### config.mk
export PLATFORM = sky130hd
export DESIGN_NAME = clipped_packed_pixel_blitter_core
export DESIGN_NICKNAME = d
export VERILOG_FILES = /design/src/cppb_pkg.sv /design/src/cppb_cfg.sv /design/src/cppb_place.sv /design/src/cppb_addr.sv /design/src/clipped_packed_pixel_blitter_core.sv
export SDC_FILE = /design/constraint.sdc
export NUM_CORES = 1
export LEC_CHECK = 0
export BUFFER_PORTS_ARGS = -buffer_cell sky130_fd_sc_hd__buf_2
export CORE_MARGIN = 8
export CORE_UTILIZATION = 42
export DETAILED_ROUTE_END_ITERATION = 16
export PLACE_DENSITY = 0.68
export SETUP_SLACK_MARGIN = 0.05
export SLEW_MARGIN = 20
export SYNTH_ARGS = -nofsm -noshare
export SYNTH_HDL_FRONTEND = slang
export SYNTH_HIERARCHICAL = 1
export SYNTH_SLANG_ARGS = --single-unit
### constraint.sdc
create_clock -name clk_i -period 9 [get_ports clk_i]
set_clock_uncertainty 0.05 [all_clocks]
set_input_delay 0.45 -clock clk_i [delete_from_list [all_inputs] [get_ports clk_i]]
set_output_delay 0.45 -clock clk_i [all_outputs]
set_load 0.05 [all_outputs]
### src/cppb_pkg.sv
// Package for the clipped packed-pixel blitter.
// Holds the register file type, register and depth codes, and reset values.
// No dependencies.
package cppb_pkg;

  // Pixel depth codes; the two unused codes behave as 24 bpp
  typedef enum logic [2:0] {
    DEPTH_1BPP  = 3'd0,
    DEPTH_2BPP  = 3'd1,
    DEPTH_4BPP  = 3'd2,
    DEPTH_8BPP  = 3'd3,
    DEPTH_16BPP = 3'd4,
    DEPTH_24BPP = 3'd5
  } depth_e;

  // Configuration register indexes
  typedef enum logic [2:0] {
    REG_COLOR_DEPTH   = 3'd0,
    REG_SCREEN_WIDTH  = 3'd1,
    REG_SCREEN_HEIGHT = 3'd2,
    REG_WINDOW_LEFT   = 3'd3,
    REG_WINDOW_TOP    = 3'd4,
    REG_WINDOW_WIDTH  = 3'd5,
    REG_WINDOW_HEIGHT = 3'd6
  } cfg_idx_e;

  localparam int unsigned CfgIdxW  = 3;
  localparam int unsigned CfgDataW = 16;
  localparam int unsigned PixW     = 24;
  localparam int unsigned AddrOutW = 22;
  // Widest clamped dimension (largest allowed maximum is 4096)
  localparam int unsigned ClampW   = 13;

  typedef struct packed {
    logic [2:0]         color_depth;
    logic [10:0]        screen_width;
    logic [10:0]        screen_height;
    logic signed [15:0] window_left;
    logic signed [15:0] window_top;
    logic [10:0]        window_width;
    logic [10:0]        window_height;
  } cfg_t;

  localparam logic [2:0]  ResetColorDepth  = DEPTH_8BPP;
  localparam logic [10:0] ResetScreenWidth  = 11'd320;
  localparam logic [10:0] ResetScreenHeight = 11'd240;

  // Limit a dimension register to the configured maximum
  function automatic logic [ClampW-1:0] clamp_dim(logic [10:0] v, logic [ClampW-1:0] lim);
    logic [ClampW-1:0] ext;
    ext = {2'b00, v};
    return (ext > lim) ? lim : ext;
  endfunction

  // Bits of the pixel kept for a depth code
  function automatic logic [PixW-1:0] value_mask(logic [2:0] d);
    logic [PixW-1:0] m;
    unique case (d)
      DEPTH_1BPP:  m = 24'h000001;
      DEPTH_2BPP:  m = 24'h000003;
      DEPTH_4BPP:  m = 24'h00000f;
      DEPTH_8BPP:  m = 24'h0000ff;
      DEPTH_16BPP: m = 24'h00ffff;
      default:     m = 24'hffffff;
    endcase
    return m;
  endfunction

  // Bytes per pixel, one for the sub-byte modes
  function automatic logic [1:0] bytes_per_pixel(logic [2:0] d);
    logic [1:0] c;
    unique case (d)
      DEPTH_1BPP, DEPTH_2BPP, DEPTH_4BPP, DEPTH_8BPP: c = 2'd1;
      DEPTH_16BPP: c = 2'd2;
      default:     c = 2'd3;
    endcase
    return c;
  endfunction

endpackage

### src/cppb_cfg.sv
// Configuration register file of the blitter.
// Depends on cppb_pkg (cfg_t, register indexes, reset values).
module cppb_cfg import cppb_pkg::*; (
  input  logic                clk_i,
  input  logic                rst_ni,
  input  logic                cfg_valid_i,
  output logic                cfg_ready_o,
  input  logic [CfgIdxW-1:0]  cfg_index_i,
  input  logic [CfgDataW-1:0] cfg_data_i,
  output cfg_t                cfg_o
);

  cfg_t cfg_q;

  // Writes are always accepted and never stall
  assign cfg_ready_o = 1'b1;

  always_ff @(posedge clk_i or negedge rst_ni) begin
    if (!rst_ni) begin
      cfg_q.color_depth   <= ResetColorDepth;
      cfg_q.screen_width  <= ResetScreenWidth;
      cfg_q.screen_height <= ResetScreenHeight;
      cfg_q.window_left   <= '0;
      cfg_q.window_top    <= '0;
      cfg_q.window_width  <= '0;
      cfg_q.window_height <= '0;
    end else if (cfg_valid_i) begin
      unique case (cfg_index_i)
        REG_COLOR_DEPTH:   cfg_q.color_depth   <= cfg_data_i[2:0];
        REG_SCREEN_WIDTH:  cfg_q.screen_width  <= cfg_data_i[10:0];
        REG_SCREEN_HEIGHT: cfg_q.screen_height <= cfg_data_i[10:0];
        REG_WINDOW_LEFT:   cfg_q.window_left   <= $signed(cfg_data_i);
        REG_WINDOW_TOP:    cfg_q.window_top    <= $signed(cfg_data_i);
        REG_WINDOW_WIDTH:  cfg_q.window_width  <= cfg_data_i[10:0];
        REG_WINDOW_HEIGHT: cfg_q.window_height <= cfg_data_i[10:0];
        default: ;  // index beyond the register list: dropped
      endcase
    end
  end

  assign cfg_o = cfg_q;

endmodule

### src/cppb_place.sv
// Placement stage: source column/row counters, window offset and screen clip,
// registered into the stage register. Depends on cppb_pkg.
module cppb_place import cppb_pkg::*; #(
  parameter int unsigned MaxDim = 1024,
  parameter int unsigned CntW   = 10
) (
  input  logic            clk_i,
  input  logic            rst_ni,
  input  cfg_t            cfg_i,
  input  logic            fire_i,       // input transaction taken
  input  logic            load_i,       // stage register may be loaded
  input  logic [PixW-1:0] pixel_i,
  output logic            valid_o,
  output logic            we_o,
  output logic            last_o,
  output logic [CntW-1:0] dx_o,
  output logic [CntW-1:0] dy_o,
  output logic [PixW-1:0] pixel_o
);

  localparam int unsigned DimW = CntW + 1;
  localparam int unsigned PosW = ((CntW > 16) ? CntW : 16) + 2;

  logic [CntW-1:0] col_q, col_d, row_q, row_d;
  logic            valid_q, we_q, last_q;
  logic [CntW-1:0] dx_q, dy_q;
  logic [PixW-1:0] pix_q;

  logic [DimW-1:0] sw, sh, ww, wh;
  logic signed [PosW-1:0] dx, dy;
  logic empty, col_wrap, row_wrap, on_screen, last;

  // Clamped dimensions
  assign sw = DimW'(clamp_dim(cfg_i.screen_width,  ClampW'(MaxDim)));
  assign sh = DimW'(clamp_dim(cfg_i.screen_height, ClampW'(MaxDim)));
  assign ww = DimW'(clamp_dim(cfg_i.window_width,  ClampW'(MaxDim)));
  assign wh = DimW'(clamp_dim(cfg_i.window_height, ClampW'(MaxDim)));

  // Screen position and clip
  assign dx = PosW'(cfg_i.window_left) + $signed({{(PosW-CntW){1'b0}}, col_q});
  assign dy = PosW'(cfg_i.window_top)  + $signed({{(PosW-CntW){1'b0}}, row_q});
  assign empty     = (ww == '0) || (wh == '0);
  assign on_screen = !empty && !dx[PosW-1] && !dy[PosW-1]
                     && ($unsigned(dx) < PosW'(sw)) && ($unsigned(dy) < PosW'(sh));

  // Raster counters
  assign col_wrap = (DimW'(col_q) + DimW'(1)) >= ww;
  assign row_wrap = (DimW'(row_q) + DimW'(1)) >= wh;

  always_comb begin
    col_d = col_q;
    row_d = row_q;
    last  = 1'b0;
    if (empty) begin
      col_d = '0;
      row_d = '0;
      last  = 1'b1;
    end else if (col_wrap) begin
      col_d = '0;
      if (row_wrap) begin
        row_d = '0;
        last  = 1'b1;
      end else begin
        row_d = row_q + CntW'(1);
      end
    end else begin
      col_d = col_q + CntW'(1);
    end
  end

  always_ff @(posedge clk_i or negedge rst_ni) begin
    if (!rst_ni) begin
      col_q   <= '0;
      row_q   <= '0;
      valid_q <= 1'b0;
    end else begin
      if (fire_i) begin
        col_q <= col_d;
        row_q <= row_d;
      end
      if (load_i) begin
        valid_q <= fire_i;
      end
    end
  end

  // Stage payload
  always_ff @(posedge clk_i) begin
    if (fire_i) begin
      we_q   <= on_screen;
      last_q <= last;
      dx_q   <= dx[CntW-1:0];
      dy_q   <= dy[CntW-1:0];
      pix_q  <= pixel_i & value_mask(cfg_i.color_depth);
    end
  end

  assign valid_o = valid_q;
  assign we_o    = we_q;
  assign last_o  = last_q;
  assign dx_o    = dx_q;
  assign dy_o    = dy_q;
  assign pixel_o = pix_q;

endmodule

### src/cppb_addr.sv
// Address stage: linear pixel index, byte address, shift and mask,
// registered into the result register. Depends on cppb_pkg.
module cppb_addr import cppb_pkg::*; #(
  parameter int unsigned MaxDim = 1024,
  parameter int unsigned CntW   = 10
) (
  input  logic                clk_i,
  input  logic                rst_ni,
  input  cfg_t                cfg_i,
  input  logic                adv_i,       // result register may be loaded
  input  logic                valid_i,
  input  logic                we_i,
  input  logic                last_i,
  input  logic [CntW-1:0]     dx_i,
  input  logic [CntW-1:0]     dy_i,
  input  logic [PixW-1:0]     pixel_i,
  output logic                valid_o,
  output logic                write_enable_o,
  output logic [AddrOutW-1:0] byte_address_o,
  output logic [2:0]          bit_shift_o,
  output logic [7:0]          bit_mask_o,
  output logic [PixW-1:0]     pixel_bits_o,
  output logic [1:0]          byte_count_o,
  output logic                last_pixel_o
);

  localparam int unsigned DimW  = CntW + 1;
  localparam int unsigned ProdW = CntW + DimW;
  localparam int unsigned IdxW  = 2 * CntW;
  localparam int unsigned AddrW = IdxW + 2;

  logic [DimW-1:0]  sw;
  logic [ProdW-1:0] prod;
  logic [IdxW-1:0]  idx;
  logic [AddrW-1:0] addr;
  logic [2:0]       shift;
  logic [7:0]       mask;
  logic [7:0]       vmask;

  logic                valid_q, we_q, last_q;
  logic [AddrOutW-1:0] addr_q;
  logic [2:0]          shift_q;
  logic [7:0]          mask_q;
  logic [PixW-1:0]     pix_q;
  logic [1:0]          count_q;

  assign sw    = DimW'(clamp_dim(cfg_i.screen_width, ClampW'(MaxDim)));
  assign prod  = ProdW'(dy_i) * ProdW'(sw) + ProdW'(dx_i);
  assign idx   = prod[IdxW-1:0];
  assign vmask = 8'(value_mask(cfg_i.color_depth));

  // Byte address and in-byte placement per depth (MSB-first packing)
  always_comb begin
    addr  = '0;
    shift = '0;
    mask  = 8'hff;
    unique case (cfg_i.color_depth)
      DEPTH_1BPP: begin
        addr  = AddrW'(idx >> 3);
        shift = ~idx[2:0];
      end
      DEPTH_2BPP: begin
        addr  = AddrW'(idx >> 2);
        shift = {~idx[1:0], 1'b0};
      end
      DEPTH_4BPP: begin
        addr  = AddrW'(idx >> 1);
        shift = {~idx[0], 2'b00};
      end
      DEPTH_8BPP:  addr = AddrW'(idx);
      DEPTH_16BPP: addr = {idx, 1'b0} & AddrW'({(IdxW+1){1'b1}});
      default:     addr = AddrW'(idx) + AddrW'({idx, 1'b0});
    endcase
    if (shift != '0 || cfg_i.color_depth == DEPTH_1BPP || cfg_i.color_depth == DEPTH_2BPP
        || cfg_i.color_depth == DEPTH_4BPP) begin
      mask = 8'(vmask << shift);
    end
  end

  always_ff @(posedge clk_i or negedge rst_ni) begin
    if (!rst_ni) begin
      valid_q <= 1'b0;
    end else if (adv_i) begin
      valid_q <= valid_i;
    end
  end

  // Result payload; clipped pixels give zero placement
  always_ff @(posedge clk_i) begin
    if (adv_i && valid_i) begin
      we_q    <= we_i;
      last_q  <= last_i;
      addr_q  <= we_i ? AddrOutW'(addr) : '0;
      shift_q <= we_i ? shift : '0;
      mask_q  <= we_i ? mask : '0;
      pix_q   <= pixel_i;
      count_q <= bytes_per_pixel(cfg_i.color_depth);
    end
  end

  assign valid_o        = valid_q;
  assign write_enable_o = we_q;
  assign byte_address_o = addr_q;
  assign bit_shift_o    = shift_q;
  assign bit_mask_o     = mask_q;
  assign pixel_bits_o   = pix_q;
  assign byte_count_o   = count_q;
  assign last_pixel_o   = last_q;

endmodule

### src/clipped_packed_pixel_blitter_core.sv
// Top level of the clipped packed-pixel blitter.
// Depends on cppb_pkg, cppb_cfg, cppb_place and cppb_addr.
//
//   channel | direction | handshake                | payload
//   --------+-----------+--------------------------+------------------------------
//   in      | sink      | in_valid_i / in_stall_o  | source_pixel_i
//   out     | source    | out_valid_o / out_stall_i| write_enable_o .. last_pixel_o
//   cfg     | sink      | cfg_valid_i / cfg_ready_o| cfg_index_i, cfg_data_i
//
// One pixel per clock while the output is not stalled; a transaction passes the
// placement/clip register, then index multiply and result register, to be offered.
// Reset (async, active low) clears the counters, the pipeline and the registers
// to their defaults. A stalled output holds both stages; in_stall_o rises only
// when both stages are full and the output is stalled. Config writes never stall.
module clipped_packed_pixel_blitter_core import cppb_pkg::*; #(
  parameter int unsigned MAX_DIMENSION = 1024
) (
  input  logic                clk_i,
  input  logic                rst_ni,
  input  logic                cfg_valid_i,
  output logic                cfg_ready_o,
  input  logic [CfgIdxW-1:0]  cfg_index_i,
  input  logic [CfgDataW-1:0] cfg_data_i,
  input  logic                in_valid_i,
  output logic                in_stall_o,
  input  logic [PixW-1:0]     source_pixel_i,
  output logic                out_valid_o,
  input  logic                out_stall_i,
  output logic                write_enable_o,
  output logic [AddrOutW-1:0] byte_address_o,
  output logic [2:0]          bit_shift_o,
  output logic [7:0]          bit_mask_o,
  output logic [PixW-1:0]     pixel_bits_o,
  output logic [1:0]          byte_count_o,
  output logic                last_pixel_o
);

  localparam int unsigned CntW = $clog2(MAX_DIMENSION);

  cfg_t            cfg;
  logic            adv, load_a, fire;
  logic            valid_a, we_a, last_a;
  logic [CntW-1:0] dx_a, dy_a;
  logic [PixW-1:0] pix_a;

  // Pipeline advance control
  assign adv        = !(out_valid_o && out_stall_i);
  assign load_a     = !valid_a || adv;
  assign in_stall_o = !load_a;
  assign fire       = in_valid_i && load_a;

  cppb_cfg u_cfg (
    .clk_i       (clk_i),
    .rst_ni      (rst_ni),
    .cfg_valid_i (cfg_valid_i),
    .cfg_ready_o (cfg_ready_o),
    .cfg_index_i (cfg_index_i),
    .cfg_data_i  (cfg_data_i),
    .cfg_o       (cfg)
  );

  cppb_place #(
    .MaxDim (MAX_DIMENSION),
    .CntW   (CntW)
  ) u_place (
    .clk_i   (clk_i),
    .rst_ni  (rst_ni),
    .cfg_i   (cfg),
    .fire_i  (fire),
    .load_i  (load_a),
    .pixel_i (source_pixel_i),
    .valid_o (valid_a),
    .we_o    (we_a),
    .last_o  (last_a),
    .dx_o    (dx_a),
    .dy_o    (dy_a),
    .pixel_o (pix_a)
  );

  cppb_addr #(
    .MaxDim (MAX_DIMENSION),
    .CntW   (CntW)
  ) u_addr (
    .clk_i          (clk_i),
    .rst_ni         (rst_ni),
    .cfg_i          (cfg),
    .adv_i          (adv),
    .valid_i        (valid_a),
    .we_i           (we_a),
    .last_i         (last_a),
    .dx_i           (dx_a),
    .dy_i           (dy_a),
    .pixel_i        (pix_a),
    .valid_o        (out_valid_o),
    .write_enable_o (write_enable_o),
    .byte_address_o (byte_address_o),
    .bit_shift_o    (bit_shift_o),
    .bit_mask_o     (bit_mask_o),
    .pixel_bits_o   (pixel_bits_o),
    .byte_count_o   (byte_count_o),
    .last_pixel_o   (last_pixel_o)
  );

endmodule

## Word-level counts from Yosys, hierarchy flattened

Cells that the tools add are included.

| word-level totals | value |
|---|---|
| register bits after elaboration | 208 |
| bits in latches | 0 |
| bits in writable memories | 0 |
| bits in read-only memories | 0 |
| bits of input ports | 48 |
| output and inout bits | 64 |
| word-level logic and storage cells | 105 |
| memories | 0 |

| operators by class | value |
|---|---|
| add/sub/neg operators | 8 |
| $mul | 1 |
| div/mod/pow operators | 0 |
| $lt $le $gt $ge | 8 |
| equality and inequality tests | 10 |
| shift-type cells | 1 |
| multiplexer cells | 17 |
| bitwise gates (word level) | 4 |
| reductions and logical operators | 33 |

Operators with widths:

| kind | count |
|---|---|
| $pmux W24 S5 | 1 |
| $pmux W22 S5 | 1 |
| $mux W10 | 5 |
| $gt A11 B11 Y1 const B | 4 |
| $mux W11 | 4 |
| $lt A18 B11 Y1 | 2 |
| $add A16 B11 Y17 | 2 |
| $and A24 B24 Y24 | 1 |
| $mux W24 | 1 |
| $add A10 B1 Y11 const B | 2 |
| $add A20 B21 Y22 | 1 |
| $ge A11 B11 Y1 | 2 |
| $logic_not A11 Y1 | 2 |
| $add A10 B1 Y10 const B | 2 |
| $add A20 B10 Y20 | 1 |
| $mul A10 B11 Y20 | 1 |
| $reduce_and A2 Y1 | 8 |
| $eq A3 B2 Y1 const B | 4 |
| $eq A3 B3 Y1 const B | 4 |
| $pmux W3 S3 | 1 |
| $mux W8 | 1 |
| $shl A8 B3 Y8 | 1 |
| $logic_and A1 B1 Y1 | 7 |
| $eq A3 B1 Y1 const B | 2 |
| 11 further kinds | 22 |

## Depth between registers and ports, before layout

| depth | value |
|---|---|
| depth after elaboration | 11 |
| mapped depth | 30 |
| depth with buffers taken out | 28 |

## Hierarchy

Netlist, hierarchy kept.

Modules (own cells, without submodules):

| module | instances | cells an instance | area an instance (µm²) | seq. area each (µm²) |
|---|---|---|---|---|
| cppb_addr | 1 | 893 | 8056.5 | 1856.8 |
| cppb_place | 1 | 526 | 5023.6 | 1906.8 |
| cppb_cfg | 1 | 174 | 3072.9 | 1986.9 |
| clipped_packed_pixel_blitter_core | 1 | 4 | 23.8 | 0.0 |

## Worst setup path after synthesis

OpenSTA, ideal clock, no wires.

| timing | value |
|---|---|
| kind | flip-flop to flip-flop |
| from | register u_cfg.cfg_q, in the netlist u_cfg/cfg_o[75] |
| to | register u_addr.addr_q[18] (netlist: u_addr/byte_address_o[18]) (data pin) |
| setup time | 258 ps |
| arrival | 7009 ps |
| data required time | 8692 ps |
| setup slack | 1683 ps |
| stages on the path, launching flop included | 31 |
| buffers on the path | 2 |
| period minus slack after synthesis | 7317 ps |
| path through | dfrtp_1 > clkbuf_1 > nor2b_1 > clkbuf_1 > nand2_1 > fa_1 > inv_1 > fa_1 > inv_1 > fa_1 > inv_1 > fa_1 > inv_1 > fa_1 > inv_1 > ha_1 > a21oi_1 > o21ai_1 > a31o_2 > a21oi_1 > xnor2_1 > ha_1 > and3_1 > and3_1 > and3_1 > o211ai_1 > a311oi_1 > nor3_1 > nor3_1 > xor2_1 > o221a_2 |

| on the way | value |
|---|---|
| longest elaborated chain between the ends | 6 |

RTL lines:

| what | RTL line | RTL |
|---|---|---|
| start: declaration | cppb_cfg.sv:13 | `cfg_t cfg_q;` |
| $gt A11 B11 Y1 | cppb_pkg.sv:52 | `return (ext > lim) ? lim : ext;` |
| $mux W11 * | cppb_pkg.sv:52 |  |
| $mul A10 B11 Y20 * | cppb_addr.sv:48 | `assign prod = ProdW'(dy_i) * ProdW'(sw) + ProdW'(dx_i);` |
| $add A20 B10 Y20 * | cppb_addr.sv:48 |  |
| $add A20 B21 Y22 | cppb_addr.sv:72 | `default: addr = AddrW'(idx) + AddrW'({idx, 1'b0});` |
| $pmux W22 S5 * | cppb_addr.sv:57 | `unique case (cfg_i.color_depth)` |
| end signal: assignment | cppb_addr.sv:93 | `addr_q <= we_i ? AddrOutW'(addr) : '0;` |
| end: declaration | cppb_addr.sv:41 | `logic [AddrOutW-1:0] addr_q;` |

Mark *: on every way between the ends. The rest lies on a longest branch, timed or not.
A chain may end at the register's enable or synchronous reset.

## Final worst setup path

| timing | value |
|---|---|
| from | register u_cfg.cfg_q, in the netlist u_cfg/cfg_o[75] |
| to | register u_addr.addr_q[21] (netlist: u_addr/byte_address_o[21]) (data pin) |

| on the way | value |
|---|---|
| longest elaborated chain between the ends | 6 |

RTL lines:

| what | RTL line |
|---|---|
| $gt A11 B11 Y1 | cppb_pkg.sv:52 |
| $mux W11 * | cppb_pkg.sv:52 |
| $mul A10 B11 Y20 * | cppb_addr.sv:48 |
| $add A20 B10 Y20 * | cppb_addr.sv:48 |
| $add A20 B21 Y22 * | cppb_addr.sv:72 |
| $pmux W22 S5 * | cppb_addr.sv:57 |

Marks and branches as above.

==> summary.txt <==
status: complete, no violations
Fillers: 3629
Worst EP required: 9.23 ns
Max Slew Vio Count: 0
post-route ant nets: 0
CTS tree: built
Post-synth top flop: edfxtp_1
largest fanout on the critical path: 23
mean routed wirelength per cell: 18.0 um
commonest cells after routing, fill and taps aside: 172 x nand2_1, 140 x ha_1, 132 x inv_1, 109 x buf_2, 107 x edfxtp_1
CP max stage delay: 0.63 ns
post-synthesis compound-gate area fraction: 0.131
post-synthesis register bit count: 208
Via Count: 12.2k
global-route wire length before repair: 64200 um
GRT Residual Overflow: 0
Synth Net Count: 1867
worst relative slew slack: 0.341
Max clock buf depth: 3
number of hold buffers added after CTS: 1
Crit-path slowest cell: dfrtp_1
Synth warnings: 6
Root Driver: clkbuf_16
die height: 212 um
FP Rows: 72
number of synthesized flops with an enable pin: 107
Mapped Cells: 1597
most common cell after layout, fill and taps aside: nand2_1
largest net degree at the start of global routing: 67
PnR worst setup slack: 0.737 ns
die width: 212 um
flop2flop setup slack: 0.74 ns
fmax: 121 MHz
routed vias/inst: 5.48
initial antenna violation count: 0
htree depth: 1
Tmin final: 8.26 ns
CP startpoint kind: flip-flop
via count of the first global-routing pass: 12.4k
Layout area overhead: 11.0%
Netlist Area Pre-Place: 0.0162 mm^2
Crit path arrival time: 8.49 ns
share of cells above drive strength 1: 0.163
setup bufs post-CTS: 0
die area: 0.0451 mm^2
Place WS: 0.808 ns
Core ar.: 0.0384 mm^2
Synth async-reset ratio: 0.486
post_cts resized: 0
library cells used by synthesis: 93
Residual DRC: 0
final hold violations: 0
Initial DRC Count: 621
Clk Latency, worst-skew pair: 0.54 ns
Routed WL: 40000 um
post-synthesis simple-gate area fraction: 0.153
CP bufs+invs: 6
GPL Wtd Cong: 0.864
Slew @ Worst Pin: 0.988 ns
HP Class: primary input to flip-flop
max_cap viols: 0
multiplexer share of the synthesized area: 0.0672
Crit Path Class: flip-flop to flip-flop
DRT Pass-1 Iters: 5
CP delay by family, top: adder cells
sequential element share of the synthesized area: 0.355
Worst setup EP type: flip-flop
Post-Synth Adder-Cell Area: 0.210
crit share post-route: 0.918
Synth Area in XOR/XNOR: 0.0346
largest family of logic cells by synthesized area: adder cells
Final TNS setup: 0 ns
Nets: 1953
Num CTS Buffers: 24
# diodes: 0
io pins: 112
Starting Density: 0.422
Clock transition at path regs: 0.06 ns
crit-path most repeated cell: inv_1
# port buffers: 110
clk sinks: 208
All-Layer GR Usage: 0.175
syn_area_per_cell: 10.1 um^2
setup violators final: 0
RSZ-0062 raised after global routing: no
dpl hpwl: 30300 um
[synth_stat cells (9+ instances only)]
library cell  count  area (um^2)
a22oi_1          10         75.1
fa_1             82         1640
mux2_2           71          800
a21oi_1          85          425
nand4_1           9         56.3
and3_1           13         81.3
ha_1            140         1750
and2_1           82          513
nand3_1          38          190
inv_1           132          495
a21o_1           21          158
edfxtp_1        107         3210
mux2_4           11          165
xnor2_1          44          385
nand2b_1         10         62.6
nand2_1         172          646
mux2i_1          10          100
o21ai_1          10         50.1
nor2_1           77          289
dfrtp_1          93         2330
clkbuf_1         47          176
a31oi_1          11         68.8
nor3_1           21          105
xor2_1           18          158
nor2b_1          27          169
a211oi_1         18          135
o2bb2ai_1         9         78.8
o21a_1           13         97.6
o21ai_0          62          310
o22ai_1           9         56.3
[worst reg2reg max path, delay by kind of cell (launching register included)]
kind	cells	cell delay, ns
adders and majority gates	7	3.30
AOI/OAI and AO/OA	11	2.50
and+or+nand+nor	3	0.87
DFF	1	0.63
xor gates and xnor gates	1	0.34
buffers and inverters	6	0.32
[routing by layer]
metal / routed length (um) / part of all wire / vias up / global-route usage
met3: 1940 / 0.048 / 52 / 0.0226
met5: 0 / 0 / - / 0
met2: 19900 / 0.50 / 337 / 0.308
met4: 876 / 0.022 / 0 / 0.0471
met1: 17300 / 0.43 / 5962 / 0.224
li1: - / - / 5803 / -
[logic make-up (layout without fill, tap and decap cells)]
kind of cell,count (synthesis),after routing
simple gates,492,492
flops,208,208
fa+ha+maj,222,222
mux,93,93
other cells,1,1
xor+xnor,63,63
compound gates,318,318
buf+inv,200,304
[state kept, by name, summed over array words and instances, names as in the netlist, 2 cells and up]
register               count
u_place/dy_o              10
u_place/col_q             10
u_addr/byte_address_o     22
u_addr/byte_count_o        2
u_place/dx_o              10
u_addr/bit_shift_o         3
u_cfg/cfg_o               79
u_addr/pixel_bits_o       24
u_place/pixel_o           24
u_place/row_q             10
u_addr/bit_mask_o          8
[per-stage QoR]
step / cells / util / hold WS (ns) / cell area [um^2]
after floorplan: 1597 / - / 0.104 / 16200
after global placement: 2174 / 0.448 / 0.350 / 17200
after detailed placement: 2174 / 0.448 / 0.355 / 17200
after CTS: 2219 / 0.468 / 0.0272 / 18000
after global routing: 2219 / 0.468 / 0.0321 / 18000
final: 2219 / 0.468 / 0.0532 / 18000
[area by class of cell]
class	count	area, um^2	area share
clock buffer	31	648	0.0361
clock inverter	13	109	0.00606
inverter	141	529	0.0295
multi-input combinational	1189	9640	0.537
sequential	208	5750	0.320
tap	518	648	0.0361
timing repair buffer	119	623	0.0347
[worst paths after layout]
| check | end | cells after the start | from |
|---|---|---|---|
| max | u_addr/byte_address_o[21] | 28 | u_cfg/cfg_o[75] |
| min | u_place/pixel_o[0] | 1 | source_pixel_i[0] |
| max reg2reg | u_addr/byte_address_o[21] | 28 | u_cfg/cfg_o[75] |
| min reg2reg | u_addr/pixel_bits_o[17] | 0 | u_place/pixel_o[17] |
| max in group asynchronous | u_cfg/cfg_o[78] | 3 | rst_ni |
| min in group asynchronous | u_cfg/cfg_o[5] | 2 | rst_ni |
Power is not shown: default switching activity piles up to over one toggle a cycle in this logic, so the estimate is an artifact.
